$ cat src/rtl/smpd_pkg.sv
// Shared types and constants for the serial mouse packet decoder.
package smpd_pkg;

  localparam logic [7:0] IdByteM       = 8'h4D;
  localparam logic [7:0] IdByte3       = 8'h33;
  localparam logic [7:0] MiddlePattern = 8'h40;
  localparam logic [6:0] LimitReset    = 7'd10;

  localparam int unsigned QueueDepth = 2;
  localparam int unsigned QueuePtrW  = 1;
  localparam int unsigned QueueCntW  = 2;

  typedef enum logic [1:0] {
    POS_FIRST  = 2'd0,
    POS_SECOND = 2'd1,
    POS_THIRD  = 2'd2
  } pos_e;

  typedef struct packed {
    logic [7:0] b0;
    logic [7:0] b1;
    logic [7:0] b2;
  } packet_t;

endpackage

$ cat src/rtl/serial_mouse_packet_decoder.sv
// Top level of the serial mouse packet decoder.
// Takes one received byte per clock while rx_stall_o is low and emits one report
// (buttons, dx, dy) per three-byte packet; 'M' and '3' bytes restart packet
// grouping. The edge that accepts a packet's third byte pushes the packet into
// the two-entry queue; a later edge pops it into the decode register once that
// register is empty or its report is not stalled. rx_stall_o rises only when
// the queue is full, which happens only under sustained report stall.
// motion_limit resets to 10 and is written through cfg_we_i/cfg_wdata_i; the user
// must write it only while the block is idle, which the block does not enforce.
module serial_mouse_packet_decoder (
  input  logic              clk_i,
  input  logic              rst_ni,
  input  logic              cfg_we_i,
  input  logic [6:0]        cfg_wdata_i,
  input  logic              rx_valid_i,
  output logic              rx_stall_o,
  input  logic [7:0]        rx_byte_i,
  output logic              rpt_valid_o,
  input  logic              rpt_stall_i,
  output logic [2:0]        buttons_o,
  output logic signed [7:0] dx_o,
  output logic signed [7:0] dy_o
);

  logic              q_push, q_full, q_pop, q_empty;
  smpd_pkg::packet_t push_word, pop_word;

  smpd_front u_front (
    .clk_i      (clk_i),
    .rst_ni     (rst_ni),
    .rx_valid_i (rx_valid_i),
    .rx_stall_o (rx_stall_o),
    .rx_byte_i  (rx_byte_i),
    .q_full_i   (q_full),
    .q_push_o   (q_push),
    .q_word_o   (push_word)
  );

  smpd_queue u_queue (
    .clk_i       (clk_i),
    .rst_ni      (rst_ni),
    .push_i      (q_push),
    .push_word_i (push_word),
    .full_o      (q_full),
    .pop_i       (q_pop),
    .empty_o     (q_empty),
    .pop_word_o  (pop_word)
  );

  smpd_back u_back (
    .clk_i       (clk_i),
    .rst_ni      (rst_ni),
    .cfg_we_i    (cfg_we_i),
    .cfg_wdata_i (cfg_wdata_i),
    .q_empty_i   (q_empty),
    .q_word_i    (pop_word),
    .q_pop_o     (q_pop),
    .rpt_valid_o (rpt_valid_o),
    .rpt_stall_i (rpt_stall_i),
    .buttons_o   (buttons_o),
    .dx_o        (dx_o),
    .dy_o        (dy_o)
  );

endmodule

$ cat src/rtl/smpd_front.sv
// Byte grouping front end: collects three bytes into a packet and queues it.
module smpd_front (
  input  logic             clk_i,
  input  logic             rst_ni,
  input  logic             rx_valid_i,
  output logic             rx_stall_o,
  input  logic [7:0]       rx_byte_i,
  input  logic             q_full_i,
  output logic             q_push_o,
  output smpd_pkg::packet_t q_word_o
);

  smpd_pkg::pos_e pos_q, pos_d;
  logic [7:0]     first_q, first_d;
  logic [7:0]     second_q, second_d;
  logic           accept;
  logic           is_id;

  assign rx_stall_o = q_full_i;
  assign accept     = rx_valid_i && !q_full_i;
  assign is_id      = (rx_byte_i == smpd_pkg::IdByteM) || (rx_byte_i == smpd_pkg::IdByte3);

  always_comb begin
    pos_d    = pos_q;
    first_d  = first_q;
    second_d = second_q;
    q_push_o = 1'b0;
    if (accept) begin
      if (is_id) begin
        pos_d = smpd_pkg::POS_FIRST;
      end else begin
        case (pos_q)
          smpd_pkg::POS_SECOND: begin
            second_d = rx_byte_i;
            pos_d    = smpd_pkg::POS_THIRD;
          end
          smpd_pkg::POS_THIRD: begin
            q_push_o = 1'b1;
            pos_d    = smpd_pkg::POS_FIRST;
          end
          default: begin
            first_d = rx_byte_i;
            pos_d   = smpd_pkg::POS_SECOND;
          end
        endcase
      end
    end
  end

  assign q_word_o = '{b0: first_q, b1: second_q, b2: rx_byte_i};

  always_ff @(posedge clk_i or negedge rst_ni) begin
    if (!rst_ni) begin
      pos_q    <= smpd_pkg::POS_FIRST;
      first_q  <= '0;
      second_q <= '0;
    end else begin
      pos_q    <= pos_d;
      first_q  <= first_d;
      second_q <= second_d;
    end
  end

endmodule

$ cat src/rtl/smpd_queue.sv
// Two-entry packet queue between the front end and the decode stage.
module smpd_queue (
  input  logic              clk_i,
  input  logic              rst_ni,
  input  logic              push_i,
  input  smpd_pkg::packet_t push_word_i,
  output logic              full_o,
  input  logic              pop_i,
  output logic              empty_o,
  output smpd_pkg::packet_t pop_word_o
);

  smpd_pkg::packet_t mem_q [smpd_pkg::QueueDepth];
  logic [smpd_pkg::QueuePtrW-1:0] wr_ptr_q, rd_ptr_q;
  logic [smpd_pkg::QueueCntW-1:0] count_q, count_d;

  assign full_o     = (count_q == smpd_pkg::QueueCntW'(smpd_pkg::QueueDepth));
  assign empty_o    = (count_q == '0);
  assign pop_word_o = mem_q[rd_ptr_q];

  always_comb begin
    count_d = count_q;
    if (push_i && !pop_i) begin
      count_d = count_q + 1'b1;
    end else if (pop_i && !push_i) begin
      count_d = count_q - 1'b1;
    end
  end

  always_ff @(posedge clk_i) begin
    if (push_i) begin
      mem_q[wr_ptr_q] <= push_word_i;
    end
  end

  always_ff @(posedge clk_i or negedge rst_ni) begin
    if (!rst_ni) begin
      wr_ptr_q <= '0;
      rd_ptr_q <= '0;
      count_q  <= '0;
    end else begin
      if (push_i) wr_ptr_q <= wr_ptr_q + 1'b1;
      if (pop_i)  rd_ptr_q <= rd_ptr_q + 1'b1;
      count_q <= count_d;
    end
  end

`ifndef SYNTHESIS
  a_no_overflow: assert property (@(posedge clk_i) disable iff (!rst_ni)
    full_o |-> !push_i) else $error("push into full queue");
  a_no_underflow: assert property (@(posedge clk_i) disable iff (!rst_ni)
    empty_o |-> !pop_i) else $error("pop from empty queue");
  a_ptr_track: assert property (@(posedge clk_i) disable iff (!rst_ni)
    (wr_ptr_q - rd_ptr_q) == count_q[smpd_pkg::QueuePtrW-1:0])
    else $error("queue pointers disagree with count");
`endif

endmodule

$ cat src/rtl/smpd_back.sv
// Decode stage: button logic, motion assembly and clamping, report register.
module smpd_back (
  input  logic              clk_i,
  input  logic              rst_ni,
  input  logic              cfg_we_i,
  input  logic [6:0]        cfg_wdata_i,
  input  logic              q_empty_i,
  input  smpd_pkg::packet_t q_word_i,
  output logic              q_pop_o,
  output logic              rpt_valid_o,
  input  logic              rpt_stall_i,
  output logic [2:0]        buttons_o,
  output logic signed [7:0] dx_o,
  output logic signed [7:0] dy_o
);

  logic [6:0]        limit_q;
  logic              valid_q;
  logic [2:0]        buttons_q, buttons_d;
  logic [2:0]        prev_q;
  logic signed [7:0] dx_q, dx_d, dy_q, dy_d;
  logic [7:0]        xr, yr;
  logic signed [8:0] lim_pos, lim_neg;

  assign q_pop_o = !q_empty_i && (!valid_q || !rpt_stall_i);

  assign xr = {q_word_i.b0[1:0], q_word_i.b1[5:0]};
  assign yr = {q_word_i.b0[3:2], q_word_i.b2[5:0]};
  assign lim_pos = $signed({2'b00, limit_q});
  assign lim_neg = -lim_pos;

  always_comb begin
    logic signed [8:0] vx, vy;
    vx = 9'($signed(xr));
    vy = 9'($signed(yr));
    if (vx > lim_pos)      dx_d = lim_pos[7:0];
    else if (vx < lim_neg) dx_d = lim_neg[7:0];
    else                   dx_d = vx[7:0];
    if (vy > lim_pos)      dy_d = lim_pos[7:0];
    else if (vy < lim_neg) dy_d = lim_neg[7:0];
    else                   dy_d = vy[7:0];
  end

  always_comb begin
    // middle press is only reported from an all-released state
    if (q_word_i.b0 == smpd_pkg::MiddlePattern && prev_q == '0 &&
        q_word_i.b1 == '0 && q_word_i.b2 == '0) begin
      buttons_d = 3'b100;
    end else begin
      buttons_d = {1'b0, q_word_i.b0[4], q_word_i.b0[5]};
    end
  end

  always_ff @(posedge clk_i) begin
    if (q_pop_o) begin
      buttons_q <= buttons_d;
      dx_q      <= dx_d;
      dy_q      <= dy_d;
    end
  end

  always_ff @(posedge clk_i or negedge rst_ni) begin
    if (!rst_ni) begin
      limit_q <= smpd_pkg::LimitReset;
      valid_q <= 1'b0;
      prev_q  <= '0;
    end else begin
      if (cfg_we_i) limit_q <= cfg_wdata_i;
      if (q_pop_o) begin
        valid_q <= 1'b1;
        prev_q  <= buttons_d;
      end else if (!rpt_stall_i) begin
        valid_q <= 1'b0;
      end
    end
  end

  assign rpt_valid_o = valid_q;
  assign buttons_o   = buttons_q;
  assign dx_o        = dx_q;
  assign dy_o        = dy_q;

`ifndef SYNTHESIS
  a_middle_alone: assert property (@(posedge clk_i) disable iff (!rst_ni)
    (valid_q && buttons_q[2]) |-> (buttons_q[1:0] == 2'b00))
    else $error("middle reported with left or right");
  a_dx_in_range: assert property (@(posedge clk_i) disable iff (!rst_ni)
    valid_q |-> ((9'(dx_q) <= lim_pos) && (9'(dx_q) >= lim_neg)))
    else $error("dx outside motion limit");
  a_dy_in_range: assert property (@(posedge clk_i) disable iff (!rst_ni)
    valid_q |-> ((9'(dy_q) <= lim_pos) && (9'(dy_q) >= lim_neg)))
    else $error("dy outside motion limit");
`endif

endmodule
$ cat config.mk
export PLATFORM = sky130hd
export DESIGN_NAME = serial_mouse_packet_decoder
export DESIGN_NICKNAME = d
export VERILOG_FILES = /design/src/rtl/smpd_pkg.sv /design/src/rtl/serial_mouse_packet_decoder.sv /design/src/rtl/smpd_front.sv /design/src/rtl/smpd_queue.sv /design/src/rtl/smpd_back.sv
export SDC_FILE = /design/constraint.sdc
export NUM_CORES = 1
export LEC_CHECK = 0
export BUFFER_PORTS_ARGS = -buffer_cell sky130_fd_sc_hd__buf_2
export CAP_MARGIN = 20
export CORE_UTILIZATION = 25
export CTS_CLUSTER_SIZE = 10
export DETAILED_ROUTE_END_ITERATION = 6
export GPL_TIMING_DRIVEN = 0
export SLEW_MARGIN = 40
export SYNTH_ARGS = -nofsm -noshare
export SYNTH_HDL_FRONTEND = slang
export SYNTH_HIERARCHICAL = 1
export SYNTH_SLANG_ARGS = --single-unit
$ cat constraint.sdc
create_clock -name clk_i -period 3.4 [get_ports clk_i]
set_input_delay 0.68 -clock clk_i [delete_from_list [all_inputs] [get_ports clk_i]]
set_output_delay 0.68 -clock clk_i [all_outputs]
set_load 0.02 [all_outputs]
* Yosys cells after proc, flatten, opt, wreduce, memory -nomap -nowiden
Memories as Yosys holds them, arrays and structs flattened.
Index checks and enable logic that the tools add are counted.
** Word-level totals
- Register bits after elaboration :: 52
- Bits in writable memories :: 48
- Input bits :: 20
- Logic and storage cells :: 72
- Memories :: 1
** Memory list
- u_queue.mem_q :: words 2, bits a word 24, read ports 1, clocked after memory_dff 0, wr ports 1, line smpd_queue.sv:13 : smpd_pkg::packet_t mem_q [smpd_pkg::QueueDepth];
** Operators by class
- $add $sub $neg :: 5
- $lt $le $gt $ge :: 4
- Equal/unequal tests :: 7
- Multiplexer cells :: 16
- Bitwise operators :: 2
- Reductions and logical operators :: 23
** Operators by type and width (count)
- 8-bit by 9-bit less-than comparator with 1-bit output :: 2
- 8-bit by 7-bit equality test with 1-bit output, second input constant :: 2
- 8-bit > comparator :: 2
- 8-bit zero test :: 2
- 8-bit 2-to-1 mux :: 2
- 7-bit 2-to-1 mux :: 2
- 7-bit negator with 9-bit output :: 1
- 8-bit by 6-bit equality test with 1-bit output, second input constant :: 1
- 1-bit logical AND :: 7
- 1-bit 2-to-1 mux :: 7
- 1-bit zero test :: 6
- 2-bit 2-to-1 mux :: 3
- 3-bit AND reduction :: 2
- 2-bit equality test, second input constant :: 2
- 2-bit one-hot mux with 2 select lines :: 1
- 3-bit zero test :: 1
- 3-bit 2-to-1 mux :: 1
- 1-bit adder, second input constant :: 2
- 2-bit by 1-bit adder with 2-bit output, second input constant :: 1
- 2-bit by 1-bit equality test with 1-bit output, second input constant :: 1
- 2-bit zero test :: 1
- 1-bit logical OR :: 2
- 2-bit by 1-bit != test with 1-bit output, second input constant :: 1
- 1-bit inverter :: 2
- 3 further kinds :: 3

* Longest topological paths before layout
- Depth after elaboration :: 8
- Gate-level depth with buffers :: 13

* Cells and area by module
The synthesis kept the hierarchy.
** Modules (own cells, without submodules)
- smpd_back :: times used 1, cells an instance 236, area each 2316.0 sq um, sequential area each 848.3 sq um
- smpd_queue :: times used 1, cells an instance 91, area each 2020.7 sq um, sequential area each 1541.5 sq um
- smpd_front :: times used 1, cells an instance 61, area each 913.4 sq um, sequential area each 450.4 sq um

* Least setup slack after synthesis
No wires, ideal clock.
- Kind :: register to register
- Start point :: reg u_back.limit_q[0]
- End point :: reg u_back.dy_q[4] (netlist: u_back/dy_o[4]) (data pin)
- Setup time :: 256 ps
- Data arrival time :: 2938 ps
- Required time :: 3144 ps
- Path slack :: 206 ps
- Stages on the path, launching flop included :: 13
- Cells stage by stage :: dfrtp_1 -> inv_1 -> ha_1 -> or3b_1 -> nand2_1 -> nand2_1 -> ha_1 -> inv_1 -> a311oi_1 -> o311a_4 -> a211oi_4 -> mux2_1 -> o22a_1
** On the way
- Cells in the longest elaborated chain, start to end :: 4
- Elaborated cells on any way between the ends :: 5
** RTL lines
- start: declaration :: line smpd_back.sv:17 : logic [6:0] limit_q;
- start signal: assignment :: line smpd_back.sv:64 : limit_q <= smpd_pkg::LimitReset;
- start signal: assignment :: line smpd_back.sv:68 : if (cfg_we_i) limit_q <= cfg_wdata_i;
- 7-bit negator with 9-bit output :: line smpd_back.sv:30 : assign lim_neg = -lim_pos;
- 8-bit by 9-bit less-than comparator with 1-bit output :: line smpd_back.sv:40 : else if (vy < lim_neg) dy_d = lim_neg[7:0];
- 8-bit 2-to-1 mux :: line smpd_back.sv:40
- 7-bit 2-to-1 mux * :: line smpd_back.sv:39 : if (vy > lim_pos) dy_d = lim_pos[7:0];
- named net u_back.dy_d[4] :: line smpd_back.sv:21 : logic signed [7:0] dx_q, dx_d, dy_q, dy_d;
- end signal: assignment :: line smpd_back.sv:58 : dy_q <= dy_d;
- end: declaration :: line smpd_back.sv:21
Mark *: on every way through the listed nets, which the timed path passes. The rest lies on a longest branch.
A chain may end at the register's enable or synchronous reset.

* Worst setup path after layout
Ends and elaborated chain as after synthesis.

==> results.toml <==
[final_layout]
nFillCells = 2093
fin_area_mm2 = 0.00622
syn2layout_area_growth_pct = 18.4
final_util_pct = 30.4
register_area_mm2 = 0.00284
drive_gt1_share_pct = 33.6
final_nets = 496
layout.cells.non_filler = 722
multiInputGateArea_mm2 = 0.00221
num_antenna_cells = 0

[synthesis]
yosysWarnings = 6
synth-seq-area-share_pct = 54.1
synthArstFlopShare_pct = 33.0
synth_edf_count = 67
syn_nets = 437
syn_area_mm2 = 0.00525
synth_area_per_cell_um2 = 13.5
syn_inst = 388
synth-seq-cells = 100
synth_cell_type_count = 61
synthFlopType = "edfxtp_1"

[setup_path]
crit_path_cell_trace = "inv_2, ha_4, or3b_4, nand2_1, nand2_1, ha_1, inv_1, a311oi_1, o311a_4, a211oi_4, mux2_1, o22a_1"
r2r-start = "u_back/limit_q[0]"
crit_required_ns = 3.50
rr_endpoint = "u_back/dy_o[4]"
crit_type = "reg -> reg"
worstSetupEndpointType = "flip-flop"
critPathMaxFanout = 7
r2r_cells = 12
r2r_slack_ns = 0.1
crit_path_start_kind = "flip-flop"
cpMostUsedCell = "nand2_1"
arrival_ns = 3.40
crit_family = "compound AO/OA/AOI/OAI gates"
max_stage_delay_ns = 0.45
worst-path-buf-inv = 2
worst_path_max_delay_cell = "dfrtp_2"

[global_route]
antenna_found_initial = 0
grt_first_pass_wirelength_um = 17900
grt_pass1_vias = 3378
grt_start_max_net_pins = 34
grtUsageTotal_pct = 10.8
overflow = 0

[drt]
drt-initial-drc-count = 185
drt_pre_antenna_iters = 4
drtAntennaViolNets = 0
avgViaCountPerCell = 4.46
routed_wl_um = 11500
drc = 0
wl_per_cell_um = 15.9
vias = 3217

[clock_network]
cts_hold_buf = 0
cts_root_buffer = "clkbuf_16"
numClockSinks = 100
numCtsBuffers = 9
cts.path.max_buffers = 2
clkSlewWorstSetupHoldPaths_ns = 0.07
cts_max_level = 3
tritoncts = "done"
insertion_delay_ns = 0.35

[floorplanning]
core_mm2 = 0.0204
fp.dieH_um = 147
ios = 41
rows = 52
start_util_pct = 25.7
die_w_um = 147
die-area_mm2 = 0.0216

[pwr]
fin_total_pwr_mw = 5.06
p_per_area_mw_per_mm2 = 813
p_switching_mw = 1.77
seqPwrFrac_pct = 37.9
leakage_nw = 2.46
power_frac_clock_pct = 19.8
swShare_pct = 34.9
max-vdd-ir-drop_mv = 0.296
p_int_mw = 3.29
pwr-share-comb_pct = 42.3

[sta]
hold_violations = 0
fin_skew_ns = 0.0113
rsz0062_at_grt = "true"
tns_ns = 0
slew_viol_final = 0
tightest_slew_ns = 0.781
fmax_mhz = 303
finalCriticalPeriod_ns = 3.30
setup_viol = 0
timing.slew.headroom_pct = 47.9
fin_crit_sh_pct = 97.1

[placed_design]
dp_hpwl_um = 8390
port_buffers = 40
place_area_mm2 = 0.00584
dpl.cell_count = 700
gp_congestion = 0.873

[hold_path]
hold_class = "in -> async"

[status]
status = "complete, no violations"

[run]
cap_violations = 0
[metal layers]
| layer | vias to the layer above | global-route usage (%) | wire length (um) |
|---|---|---|---|
| li1 | 1553 | - | - |
| met1 | 1579 | 13.7 | 5190 |
| met2 | 74 | 18.6 | 5700 |
| met3 | 11 | 2.48 | 484 |
| met4 | 0 | 2.84 | 85 |
| met5 | - | 0 | 0 |
[layout make-up]
type	instances	area share, %
flip-flops and latches	100	45.7
multi-input cells	248	35.6
well taps	270	5.43
repair buffers	48	4.67
clock buffers	10	3.84
plain buffers	22	2.86
inverters	18	1.09
clock inverters	6	0.825
[flip-flops by register name (all words and copies together), names as in the netlist]
signal and count:
u_back/prev_q 3, u_back/rpt_valid_o 1, u_queue/rd_ptr_q 1, u_back/dx_o 8
u_back/limit_q 7, u_front/second_q 8, u_front/pos_q 2, u_queue/mem_q 48
u_back/dy_o 8, u_back/buttons_o 3, u_front/first_q 8, u_queue/count_q 2
u_queue/wr_ptr_q 1
[power groups by stage]
| stage | Sequential [mW] | Clock, mW | Combinational [mW] |
|---|---|---|---|
| global route | 1.96 | 1.07 | 2.31 |
| detailed placement | 1.95 | 0 | 2.09 |
| floorplan | 2.07 | 0 | 1.40 |
| CTS | 1.92 | 1.02 | 2.13 |
| finish | 1.92 | 0.999 | 2.14 |
| global placement | 1.93 | 0 | 2.00 |
[what timing repair did]
item	in CTS	in global routing
pin swaps	1	1
setup buffers	3	3
resized for setup	5	5
setup endpoints to repair	14	12
[metrics by stage]
stage               setup WS (ns)  hold slack [ns]
detailed placement         -0.331            0.455
global placement           -0.355            0.445
global route              -0.0313            0.317
finish                     0.0972            0.291
CTS                        0.0151            0.461
floorplan                   0.206            0.384
[placed cells by master (no fill, tap or decap), types with 3 or more instances in the layout]
cell / instances
ha_1: 28
o21ai_0: 14
mux2i_1: 13
o22a_1: 4
dfrtp_1: 30
mux2_1: 3
nand3_1: 3
a21oi_1: 7
clkbuf_1: 5
nor2b_1: 6
edfxtp_1: 67
buf_6: 3
inv_1: 16
xor2_1: 5
nand4_1: 3
nand2_1: 30
buf_2: 41
buf_12: 3
mux2_4: 27
nor4_1: 6
mux2_2: 15
o21ai_1: 10
a21o_1: 3
nor2_1: 18
o21a_1: 3
o221ai_1: 4
buf_4: 16
clkbuf_16: 9
[Yosys cell counts, types with 6 or more instances]
cell      instances  area, um^2
mux2_4           27         405
ha_1             29         363
nor2_1           19        71.3
nand2_1          30         113
mux2_2           15         169
edfxtp_1         67        2010
buf_4            10        75.1
inv_1            18        67.6
dfrtp_1          31         776
o21ai_1          10        50.1
nor4_1            6        37.5
a21oi_1           8        40.0
mux2i_1          13         130
o21ai_0          15        75.1
nor2b_1           7        43.8
[worst reg2reg max path: stages (launching register included)]
cell and delay (ns):
dfrtp_2 0.45, inv_2 0.11, ha_4 0.19, or3b_4 0.42, nand2_1 0.10, nand2_1 0.10, ha_1 0.29, inv_1 0.07
a311oi_1 0.06, o311a_4 0.38, a211oi_4 0.33, mux2_1 0.37, o22a_1 0.20
[logic make-up (layout without fill, tap and decap cells)]
group	Yosys count	after routing	share of synthesized area, %
xor gates and xnor gates	6	6	1.00
muxes	58	58	14.1
and+or+nand+nor	91	91	10.2
adders and majority gates	29	29	6.91
AOI/OAI and AO/OA	64	64	9.10
DFF	100	100	54.1
buffers and inverters	40	104	4.67
[how the worst max path moves through the flow]
stage,from,end,slack (ns),depth (start not counted)
after global placement,rx_byte_i[0],u_queue/mem_q[0][16],-0.35,6
after floorplan,u_back/limit_q[0],u_back/dy_o[4],0.21,12
after CTS,u_back/limit_q[0],u_back/dy_o[2],0.02,12
after global routing,u_back/limit_q[0],u_back/dy_o[2],-0.03,12
after detailed placement,u_back/limit_q[0],u_back/dx_o[5],-0.33,12
final,u_back/limit_q[0],u_back/dy_o[4],0.1,12
(Power assumes the default switching activity.)
